File: config.mk
export PLATFORM = sky130hd
export DESIGN_NAME = mrc_verdict
export DESIGN_NICKNAME = d
export VERILOG_FILES = /design/src/mrc_pkg.sv /design/src/mrc_verdict.sv
export SDC_FILE = /design/constraint.sdc
export NUM_CORES = 1
export LEC_CHECK = 0
export ABC_AREA = 1
export BUFFER_PORTS_ARGS = -buffer_cell sky130_fd_sc_hd__buf_4
export CORE_UTILIZATION = 39
export DETAILED_ROUTE_END_ITERATION = 16
export PLACE_DENSITY = 0.82
export SYNTH_ARGS = -nofsm -noshare
export SYNTH_HDL_FRONTEND = slang
export SYNTH_SLANG_ARGS = --single-unit
File: constraint.sdc
create_clock -name vclk -period 3.2
set_input_delay 0.32 -clock vclk [all_inputs]
set_output_delay 0.32 -clock vclk [all_outputs]
set_load 0.02 [all_outputs]
File: src/mrc_pkg.sv
// ----------------------------------------------------------------------------
// Modbus RTU response checker package
// Transaction types, protocol constants and the byte-wise CRC-16 update.
// ----------------------------------------------------------------------------
package mrc_pkg;

  localparam int LEN_WIDTH_DEF = 9;

  localparam logic [15:0] CRC_INIT  = 16'hFFFF;
  localparam logic [15:0] CRC_POLY  = 16'hA001;
  localparam logic [7:0]  FC_WRITE  = 8'h06;
  localparam logic [7:0]  FC_EXCEPT = 8'h83;
  localparam logic [7:0]  FC_READ   = 8'h03;

  typedef enum logic [2:0] {
    ST_READ      = 3'd0,
    ST_WACK      = 3'd1,
    ST_EXC       = 3'd2,
    ST_CRC       = 3'd3,
    ST_TOOSHORT  = 3'd4,
    ST_MALFORMED = 3'd5,
    ST_UNSOL     = 3'd6,
    ST_SHORT     = 3'd7
  } status_t;

  typedef struct packed {
    logic [7:0]  frame_byte;
    logic        last_byte;
    logic [15:0] pending_reg;
  } in_t;

  typedef struct packed {
    status_t     status;
    logic [15:0] target_reg;
    logic [15:0] reg_value;
    logic [7:0]  exception_code;
    logic        advance_poll;
  } out_t;

  // Frame contents as they stand once the current byte is taken in.
  // hdr[0] is frame byte 1, hdr[4] is frame byte 5.
  typedef struct packed {
    logic [15:0]     crc;
    logic [15:0]     trail;
    logic [4:0][7:0] hdr;
  } frame_view_t;

  // One byte through the reflected CRC-16/MODBUS polynomial.
  function automatic logic [15:0] crc_feed(input logic [15:0] crc, input logic [7:0] b);
    logic [15:0] c;
    c = crc ^ {8'h00, b};
    for (int k = 0; k < 8; k++) begin
      c = c[0] ? ((c >> 1) ^ CRC_POLY) : (c >> 1);
    end
    return c;
  endfunction

endpackage

File: src/mrc_verdict.sv
// ----------------------------------------------------------------------------
// Modbus RTU response checker verdict logic
// Classifies a complete frame and extracts address, value and exception code.
// ----------------------------------------------------------------------------
module mrc_verdict #(
  parameter int LEN_WIDTH = mrc_pkg::LEN_WIDTH_DEF
) (
  input  logic [LEN_WIDTH-1:0] len,
  input  mrc_pkg::frame_view_t view,
  input  logic [15:0]          pending_reg,
  output mrc_pkg::out_t        result
);
  import mrc_pkg::*;

  // Wide enough for the length and for byte count plus five.
  localparam int CW = ((LEN_WIDTH > 9) ? LEN_WIDTH : 9) + 1;

  logic [CW-1:0] len_x;
  logic [CW-1:0] need_x;
  logic [7:0]    fc;
  logic [7:0]    bc;
  status_t       st;

  assign len_x  = CW'(len);
  assign fc     = view.hdr[0];
  assign bc     = view.hdr[1];
  assign need_x = CW'(bc) + CW'(5);

  always_comb begin
    st                    = ST_SHORT;
    result.target_reg     = pending_reg;
    result.reg_value      = '0;
    result.exception_code = '0;
    priority if (len_x < CW'(5)) begin
      st = ST_TOOSHORT;
    end else if (view.crc != view.trail) begin
      st = ST_CRC;
    end else if (fc == FC_WRITE && len_x >= CW'(8)) begin
      st                = ST_WACK;
      result.target_reg = {view.hdr[1], view.hdr[2]};
      result.reg_value  = {view.hdr[3], view.hdr[4]};
    end else if (fc == FC_EXCEPT) begin
      st                    = ST_EXC;
      result.exception_code = view.hdr[1];
    end else if (pending_reg == 16'd0) begin
      st = ST_UNSOL;
    end else if (len_x >= CW'(7) && fc == FC_READ && (bc < 8'd2 || len_x < need_x)) begin
      st = ST_MALFORMED;
    end else if (len_x >= CW'(7)) begin
      st               = ST_READ;
      result.reg_value = {view.hdr[2], view.hdr[3]};
    end else begin
      st = ST_SHORT;
    end
    result.status       = st;
    result.advance_poll = (st == ST_READ) || (st == ST_EXC);
  end

endmodule

==> flow_metrics.py, run 1 <==
metrics = {
    "drt": {
        "vias_per_cell": 4.744,
        "ant_nets": 0,
        "wl_mm": 5.098,
        "drc": 0,
        "first_iter_violations": 51,
        "firstDrtPassIters": 6,
        "wl_per_cell_um": 11.25,
        "vias": 2149,
    },
    "synth": {
        "synth_compound_area_share_pct": 14.78,
        "synth_mux_area_share_pct": 0,
        "synth_top_area_cell": "nand2_1",
        "synth_area_leaders": "nand2_1 (15%), xor2_1 (12%), inv_1 (9.4%), o21ai_2 (9.2%), nor2_1 (8.4%)",
        "synth_top_family_by_area": "simple AND/OR/NAND/NOR gates",
        "ys_warn_count": 0,
        "synth.avg_cell_area_um2": 5.612,
        "synth-simple-area-share_pct": 52.27,
        "syn_nets": 376,
        "ys_seq_area_share_pct": 0,
        "synthCells": 270,
        "syn_area_um2": 1515,
        "yosys.area_share.xor_xnor_pct": 11.56,
        "synth_top_area_share_pct": 15.11,
        "ys_types": 27,
        "synth_fa_ha_area_share_pct": 7.432,
    },
    "worst_setup_path": {
        "worst-path-max-fanout": 8,
        "crit_arrival_ps": 2510,
        "start_kind": "primary input",
        "slowest_stage": "ha_1",
        "cp-startpoint": "view[9]",
        "path_cells": "buf_4 -> inv_1 -> o21ai_1 -> nand3_1 -> nor3_1 -> xor2_1 -> ha_1 -> nand2_1 -> nor2_1 -> nand3_1 -> nand3_1 -> nand2_1 -> nand2_1 -> nand2_1 -> nor2_4 -> nand2_1 -> nand2_1 -> buf_4",
        "cpMostUsedCell": "nand2_1",
        "cp.required_ps": 2880,
        "crit_family": "simple AND/OR/NAND/NOR gates",
        "crit_path_end_kind": "output port",
        "path_class": "primary input to output port",
        "slowest_delay_ps": 280,
        "path_buf_inv": 3,
    },
    "grt": {
        "grt_overflow": 0,
        "grt_use_total_pct": 24.15,
        "grt_max_degree": 33,
        "antenna_found_initial": 0,
        "grt_pass1_wl_mm": 8.390,
        "grt_pass1_vias": 1993,
    },
    "worst_hold_path": {
        "holdCritStartpoint": "pending_reg[10]",
        "hp-class": "primary input to output port",
    },
    "die": {
        "die_area_um2": 4138,
        "placementRows": 22,
        "start_util_pct": 41.08,
        "core_area_um2": 3689,
        "die_width_um": 64.33,
        "ios": 141,
        "die_h_um": 64.33,
    },
    "layout": {
        "final_cell_area_um2": 2585,
        "drive_gt1_share_pct": 45.68,
        "utilization_pct": 70.08,
        "antenna_cells": 0,
        "nets": 513,
        "nFillCells": 358,
        "stdcell_count": 453,
        "nClkBuffers": 0,
        "syn_to_final_growth_pct": 70.60,
        "regArea_um2": 0,
        "seq_cells": 0,
    },
    "sta": {
        "fmax_mhz": 352.8,
        "setup_viol": 0,
        "rsz0062_at_grt": "false",
        "final.setup.tns_ps": 0,
        "maxSlewHeadroom_pct": 67.34,
        "slew_violations": 0,
        "finalCriticalPeriod_ps": 2835,
        "hold_violations": 0,
        "period_share_pct": 88.59,
        "tightest_slew_ps": 489.4,
    },
    "power_and_ir_drop": {
        "powerDensity_nw_per_um2": 93.37,
        "finalPower_w": 0.0002414,
        "ir_drop_mv": 0.06012,
        "p_leak_nw": 1.494,
    },
    "place": {
        "place_hpwl_mm": 4.368,
        "place_area_um2": 2572,
        "place_congestion": 0.8845,
        "dp_cells": 452,
        "numPortBuffers": 141,
    },
    "run": {
        "cap_violations": 0,
    },
    "status": {
        "run_status": "completed",
    },
    "clocking": {
        "holdBufCountCts": 0,
    },
}
-- area by class of cell --
cell class	instances	area [µm²]	share of cell area [%]
repair buffers	142	1066	41.24
well taps	48	60.06	2.323
inverters	40	150.1	5.808
multi-input cells	223	1309	50.63
-- Yosys cell counts --
library cell	count
a21oi_1	4
a21oi_2	1
buf_2	1
buf_4	1
buf_6	4
clkbuf_1	1
ha_1	9
inv_1	38
inv_2	2
nand2_1	61
nand2_2	15
nand2_4	2
nand3_1	22
nand3_2	1
nand3b_1	1
nand4_1	6
nand4_4	1
nor2_1	34
nor2_2	1
nor2_4	3
nor2_8	1
nor3_1	12
nor4_1	2
o21ai_0	3
o21ai_1	8
o21ai_2	16
xor2_1	20
-- path summary, 6_finish.rpt --
path | to | slack [ps] | depth (start not counted)
setup / recovery | result[17] | 370 | 18
hold / removal | result[35] | 950 | 4
-- tightest hold or removal path, delay by kind of cell --
kind,cells,cell delay (ps)
buffers and inverters,2,220
and+or+nand+nor,1,50
AOI/OAI and AO/OA,1,40
-- through the flow --
step | setup WS, ps | hold WS [ps]
floorplan | 514.7 | 772.4
global placement | 204.3 | 946.1
detailed placement | 138.9 | 946.7
CTS | 130.4 | 947.2
global route | 102.5 | 960.7
finish | 365.2 | 945.5
-- report_power, final --
group | leakage (nW) | total (W) | internal [W] | switching (W)
clock network | 0 | 0 | 0 | 0
registers | 0 | 0 | 0 | 0
logic | 1.49 | 0.000241 | 0.000132 | 0.000109
-- cells in the final DEF, fill, tap and decap left out --
cell type  count
nand4_1        6
nor3_1        12
nor2_8         1
nand2_4        2
xor2_1        20
nand4_4        1
o21ai_1        9
nor2_1        34
nand3_1       22
ha_1           9
nand3_2        1
inv_2          2
a21oi_2        1
o21ai_0        2
inv_1         38
nand2_1       61
nand3b_1       1
nor2_4         4
nor4_1         2
buf_4        142
o21ai_2       16
nand2_2       15
a21oi_1        4
-- repair_timing --
item                                    in CTS  in global routing
endpoints found under the hold margin        0                  0
gates resized for setup                      0                  2
setup buffers                                0                  1
endpoints found under the setup margin       0                 16
-- cells by family (layout without fill, tap and decap cells) --
group | count (synthesis) | after routing
buffers and inverters | 47 | 182
xor gates and xnor gates | 20 | 20
adders and majority gates | 9 | 9
and+or+nand+nor | 162 | 162
AOI/OAI and AO/OA | 32 | 32
-- per-layer routing --
metal | up-vias | wire (µm) | global-route usage [%]
met5 | - | 0 | 0
met4 | 0 | 41 | 1.667
met3 | 4 | 481 | 4.464
met2 | 94 | 2512 | 46.71
met1 | 920 | 2063 | 28.05
li1 | 1131 | - | -
No activity file was read; power rests on OpenSTA's default activity.
==> run 2, diff against run 1 <==
==> constraint.sdc (replaced) <==
create_clock -name vclk -period 2.9
set_input_delay 0.29 -clock vclk [all_inputs]
set_output_delay 0.29 -clock vclk [all_outputs]
set_load 0.02 [all_outputs]
==> run 2 against run 1 <==
Against the previous run:
- non-clock buffer count grew 3
- critical path type unchanged
- clock-buffer cell count unchanged
- utilization up 0.75 points
- via count increased by 0.60%
- cell count grew 0.66%
- critical path depth unchanged
- design area increased by 1.1%
- routed wire length shrank 2.0%
- sequential share of layout area did not move
- global-route usage decreased by 0.59 points
- setup slack got worse by 140 ps
- largest power group unchanged
- die area unchanged
==> flow_metrics.py, run 2 (synthesized netlist as in run 1, its figures left out) <==
metrics = {
    "grt": {
        "grt_overflow": 0,
        "grt_max_degree": 33,
        "grt_use_total_pct": 23.56,
        "grt_pass1_vias": 1961,
        "antenna_found_initial": 0,
        "grt_pass1_wl_mm": 8.183,
    },
    "die": {
        "die_h_um": 64.33,
        "die_width_um": 64.33,
        "placementRows": 22,
        "start_util_pct": 41.08,
        "ios": 141,
        "core_area_um2": 3689,
        "die_area_um2": 4138,
    },
    "sta": {
        "period_share_pct": 92.11,
        "tightest_slew_ps": 478.3,
        "hold_violations": 0,
        "timing.hold.ws_ps": 884.8,
        "fmax_mhz": 374.4,
        "setup_viol": 0,
        "slew_violations": 0,
        "finalCriticalPeriod_ps": 2671,
        "maxSlewHeadroom_pct": 68.08,
        "rsz0062_at_grt": "false",
    },
    "worst_setup_path": {
        "path_buf_inv": 2,
        "crit_arrival_ps": 2380,
        "slowest_stage": "ha_1",
        "crit_family": "simple AND/OR/NAND/NOR gates",
        "start_kind": "primary input",
        "cp.required_ps": 2610,
        "crit_path_end_kind": "output port",
        "worst-path-max-fanout": 8,
        "cp-startpoint": "view[8]",
        "slowest_delay_ps": 290,
        "path_class": "primary input to output port",
        "cpMostUsedCell": "nand2_1",
        "path_cells": "buf_4 -> ha_1 -> o21ai_1 -> nor2_1 -> nand2_1 -> xor2_1 -> ha_1 -> nand2_1 -> nor2_1 -> nand3_1 -> nand3_1 -> nand2_1 -> nand2_1 -> nand2_1 -> nor2_4 -> nand2_1 -> nand2_1 -> buf_4",
    },
    "drt": {
        "vias_per_cell": 4.741,
        "drc": 0,
        "ant_nets": 0,
        "wl_mm": 4.997,
        "firstDrtPassIters": 4,
        "wl_per_cell_um": 10.96,
        "vias": 2162,
        "first_iter_violations": 70,
    },
    "layout": {
        "drive_gt1_share_pct": 46.32,
        "layout_commonest_cell": "buf_4",
        "nets": 516,
        "seq_cells": 0,
        "final_cell_area_um2": 2613,
        "syn_to_final_growth_pct": 72.42,
        "nClkBuffers": 0,
        "antenna_cells": 0,
        "regArea_um2": 0,
        "final_cell_mix": "buf_4 (145), nand2_1 (61), inv_1 (38)",
    },
    "power_and_ir_drop": {
        "p_sw_share_pct": 45.08,
        "powerDensity_nw_per_um2": 103.1,
        "p_leak_nw": 1.509,
        "p_int_w": 0.0001480,
        "p_comb_share_pct": 100.0,
        "p_seq_share_pct": 0,
        "power.switching_w": 0.0001215,
        "ir_drop_mv": 0.07258,
        "p_clk_share_pct": 0,
    },
    "place": {
        "place_area_um2": 2595,
        "numPortBuffers": 141,
        "place_hpwl_mm": 4.315,
        "place_congestion": 0.9059,
    },
    "worst_hold_path": {
        "holdCritStartpoint": "pending_reg[1]",
        "hp-class": "primary input to output port",
    },
    "clocking": {
        "holdBufCountCts": 0,
    },
    "status": {
        "run_status": "completed",
    },
    "run": {
        "cap_violations": 0,
    },
}
-- run 2: area by class of cell --
class / count / area, µm²
Inverter: 40 / 150.1
Fill cell: 352 / 1076
Timing Repair Buffer: 145 / 1089
Tap cell: 48 / 60.06
Multi-Input combinational cell: 223 / 1314
-- run 2: power by group through the flow --
stage / logic [W] / clock network [W] / registers [W]
2_1_floorplan: 0.000115 / 0 / 0
6_report: 0.000269 / 0 / 0
3_3_place_gp: 0.000266 / 0 / 0
4_1_cts: 0.000270 / 0 / 0
5_1_grt: 0.000297 / 0 / 0
3_5_place_dp: 0.000268 / 0 / 0
-- run 2: worst paths after layout --
kind / to / slack (ps) / depth (start not counted)
max: result[21] / 230 / 18
min: result[26] / 880 / 4
-- run 2: repair_timing --
| action | CTS | global route |
|---|---|---|
| setup buffers | 1 | 0 |
| endpoints found under the setup margin | 4 | 18 |
| gates resized for setup | 0 | 4 |
| hold endpoints to repair | 0 | 0 |
-- run 2: layer usage --
metal	up-vias	GRT usage, %	share of wire [%]
li1	1140	-	-
met1	918	27.21	41
met2	102	46.18	49
met4	0	1.389	0.16
met5	-	0	0
met3	2	3.929	9.0
-- run 2: per-stage QoR --
step / std cells / setup TNS [ps] / power (W) / utilization [%] / setup slack (ps)
finish: 456 / 0 / 0.0002695 / 70.83 / 228.7
global route: 456 / 0 / 0.0002975 / 70.83 / 1.582
CTS: 456 / 0 / 0.0002701 / 70.56 / 45.20
detailed placement: 455 / -17.08 / 0.0002681 / 70.35 / -17.08
global placement: 455 / 0 / 0.0002655 / 70.35 / 45.09
floorplan: 270 / 0 / 0.0001146 / - / 274.7
==> run 3, diff against run 2 <==
--- a/config.mk
+++ b/config.mk
@@ -7,6 +7,7 @@
 export LEC_CHECK = 0
 export ABC_AREA = 1
 export BUFFER_PORTS_ARGS = -buffer_cell sky130_fd_sc_hd__buf_4
+export CORE_ASPECT_RATIO = 1.2
 export CORE_UTILIZATION = 39
 export DETAILED_ROUTE_END_ITERATION = 16
 export PLACE_DENSITY = 0.82
==> run 3 against run 2 <==
Against the previous run:
- cell count increased by 0.66%
- design area increased by 0.53%
- die area about the same
- non-clock buffer count decreased by 1
- combinational power increased by 1%
- power increased by 1.2%
- highest routed layer unchanged
- critical path depth unchanged
- maximum frequency increased by 2.2%
- global-route usage increased by 0.63 points
- utilization increased by 0.86 points
- via count decreased by 0.19%
- routed wire length increased by 3.1%
==> flow_metrics.py, run 3 (synthesized netlist as in run 1, its figures left out) <==
metrics = {
    "status": {
        "run_status": "completed",
    },
    "die": {
        "core_area_um2": 3664,
        "die_h_um": 70.28,
        "ios": 141,
        "start_util_pct": 41.36,
        "placementRows": 24,
        "die_width_um": 58.90,
        "die_area_um2": 4139,
    },
    "drt": {
        "first_iter_violations": 65,
        "firstDrtPassIters": 4,
        "drc": 0,
        "vias": 2158,
        "ant_nets": 0,
        "vias_per_cell": 4.702,
        "wl_per_cell_um": 11.23,
        "wl_mm": 5.153,
    },
    "worst_hold_path": {
        "min_path_cells": 4,
        "hp-class": "primary input to output port",
    },
    "worst_setup_path": {
        "cpMostUsedCell": "nand2_1",
        "path_cells": "buf_4 -> inv_1 -> o21ai_2 -> nand3_2 -> nor3_2 -> xor2_1 -> ha_1 -> nand2_1 -> nor2_2 -> nand3_1 -> nand3_1 -> nand2_1 -> nand2_2 -> nand2_2 -> nor2_4 -> nand2_1 -> nand2_1 -> buf_4",
        "cp.required_ps": 2610,
        "slowest_stage": "ha_1",
        "slowest_delay_ps": 280,
        "crit_family": "simple AND/OR/NAND/NOR gates",
        "critical_path_depth": 18,
        "start_kind": "primary input",
        "worstSetupEndpoint": "result[18]",
        "path_buf_inv": 3,
        "crit_path_end_kind": "output port",
        "crit_arrival_ps": 2320,
        "cp-startpoint": "view[9]",
        "path_class": "primary input to output port",
        "worst-path-max-fanout": 8,
    },
    "layout": {
        "utilization_pct": 71.69,
        "seq_cells": 0,
        "nets": 515,
        "antenna_cells": 0,
        "syn_to_final_growth_pct": 73.33,
        "final_cell_area_um2": 2626,
        "regArea_um2": 0,
        "layout_commonest_cell": "buf_4",
        "nClkBuffers": 0,
        "nFillCells": 337,
        "drive_gt1_share_pct": 47.42,
        "final_cell_mix": "buf_4 (144), nand2_1 (59), inv_1 (38)",
        "stdcell_count": 459,
    },
    "grt": {
        "antenna_found_initial": 0,
        "grt_pass1_vias": 2006,
        "grt_max_degree": 33,
        "grt_use_total_pct": 24.19,
        "grt_overflow": 0,
        "grt_pass1_wl_mm": 8.266,
    },
    "place": {
        "place_area_um2": 2600,
        "numPortBuffers": 141,
        "place_congestion": 0.8646,
        "dp_cells": 459,
        "place_hpwl_mm": 4.505,
        "pre_cts_ws_ps": -12.90,
    },
    "power_and_ir_drop": {
        "p_sw_share_pct": 45.77,
        "p_clk_share_pct": 0,
        "p_comb_share_pct": 100.0,
        "p_int_w": 0.0001479,
        "ir_drop_mv": 0.07104,
        "power.switching_w": 0.0001249,
        "p_leak_nw": 1.506,
        "powerDensity_nw_per_um2": 103.9,
        "p_seq_share_pct": 0,
    },
    "sta": {
        "slew_violations": 0,
        "period_share_pct": 90.15,
        "fin_ws_ps": 285.6,
        "setup_viol": 0,
        "rsz0062_at_grt": "false",
        "maxSlewHeadroom_pct": 68.40,
        "tightest_slew_ps": 473.6,
        "hold_violations": 0,
        "timing.hold.ws_ps": 885.4,
        "fmax_mhz": 382.5,
        "finalCriticalPeriod_ps": 2614,
    },
    "clocking": {
        "cts_setup_buffers": 0,
        "holdBufCountCts": 0,
    },
    "run": {
        "cap_violations": 0,
    },
}
-- run 3: worst min path at each step --
stage,start,end
finish,pending_reg[6],result[31]
global route,pending_reg[3],result[28]
CTS,pending_reg[1],result[26]
detailed placement,pending_reg[1],result[26]
global placement,pending_reg[13],result[38]
floorplan,pending_reg[11],result[36]
-- run 3: tightest hold or removal path, cell delays in order --
cell and delay, ps:
buf_4 90, nand2_2 50, o21ai_2 40, buf_4 130
-- run 3: final cells by class --
type	instances	area, µm²	area share, %
multi-input combinational	223	1330	50.64
timing repair buffer	144	1081	41.16
inverter	40	150.1	5.717
tap	52	65.06	2.477
-- run 3: layer usage --
layer	GRT usage [%]	up-vias	share of wire (%)
met5	0	-	0
met4	4.233	0	1.5
met3	2.407	8	7.7
met2	48.23	96	53
met1	26.36	911	38
li1	-	1143	-
-- run 3: metrics by stage --
stage	power, W	TNS (ps)
floorplan	0.0001146	0
global placement	0.0002639	0
detailed placement	0.0002700	-63.84
CTS	0.0002715	0
global route	0.0003019	0
finish	0.0002728	0
-- run 3: power by group through the flow --
stage | Combinational [W] | Sequential, W | Clock (W)
2_1_floorplan | 0.000115 | 0 | 0
3_3_place_gp | 0.000264 | 0 | 0
3_5_place_dp | 0.000270 | 0 | 0
4_1_cts | 0.000271 | 0 | 0
5_1_grt | 0.000302 | 0 | 0
6_report | 0.000273 | 0 | 0
-- run 3: what timing repair did --
action | in CTS | in global routing
setup endpoints to repair | 8 | 19
gates resized for setup | 1 | 8
pin swaps | 0 | 3
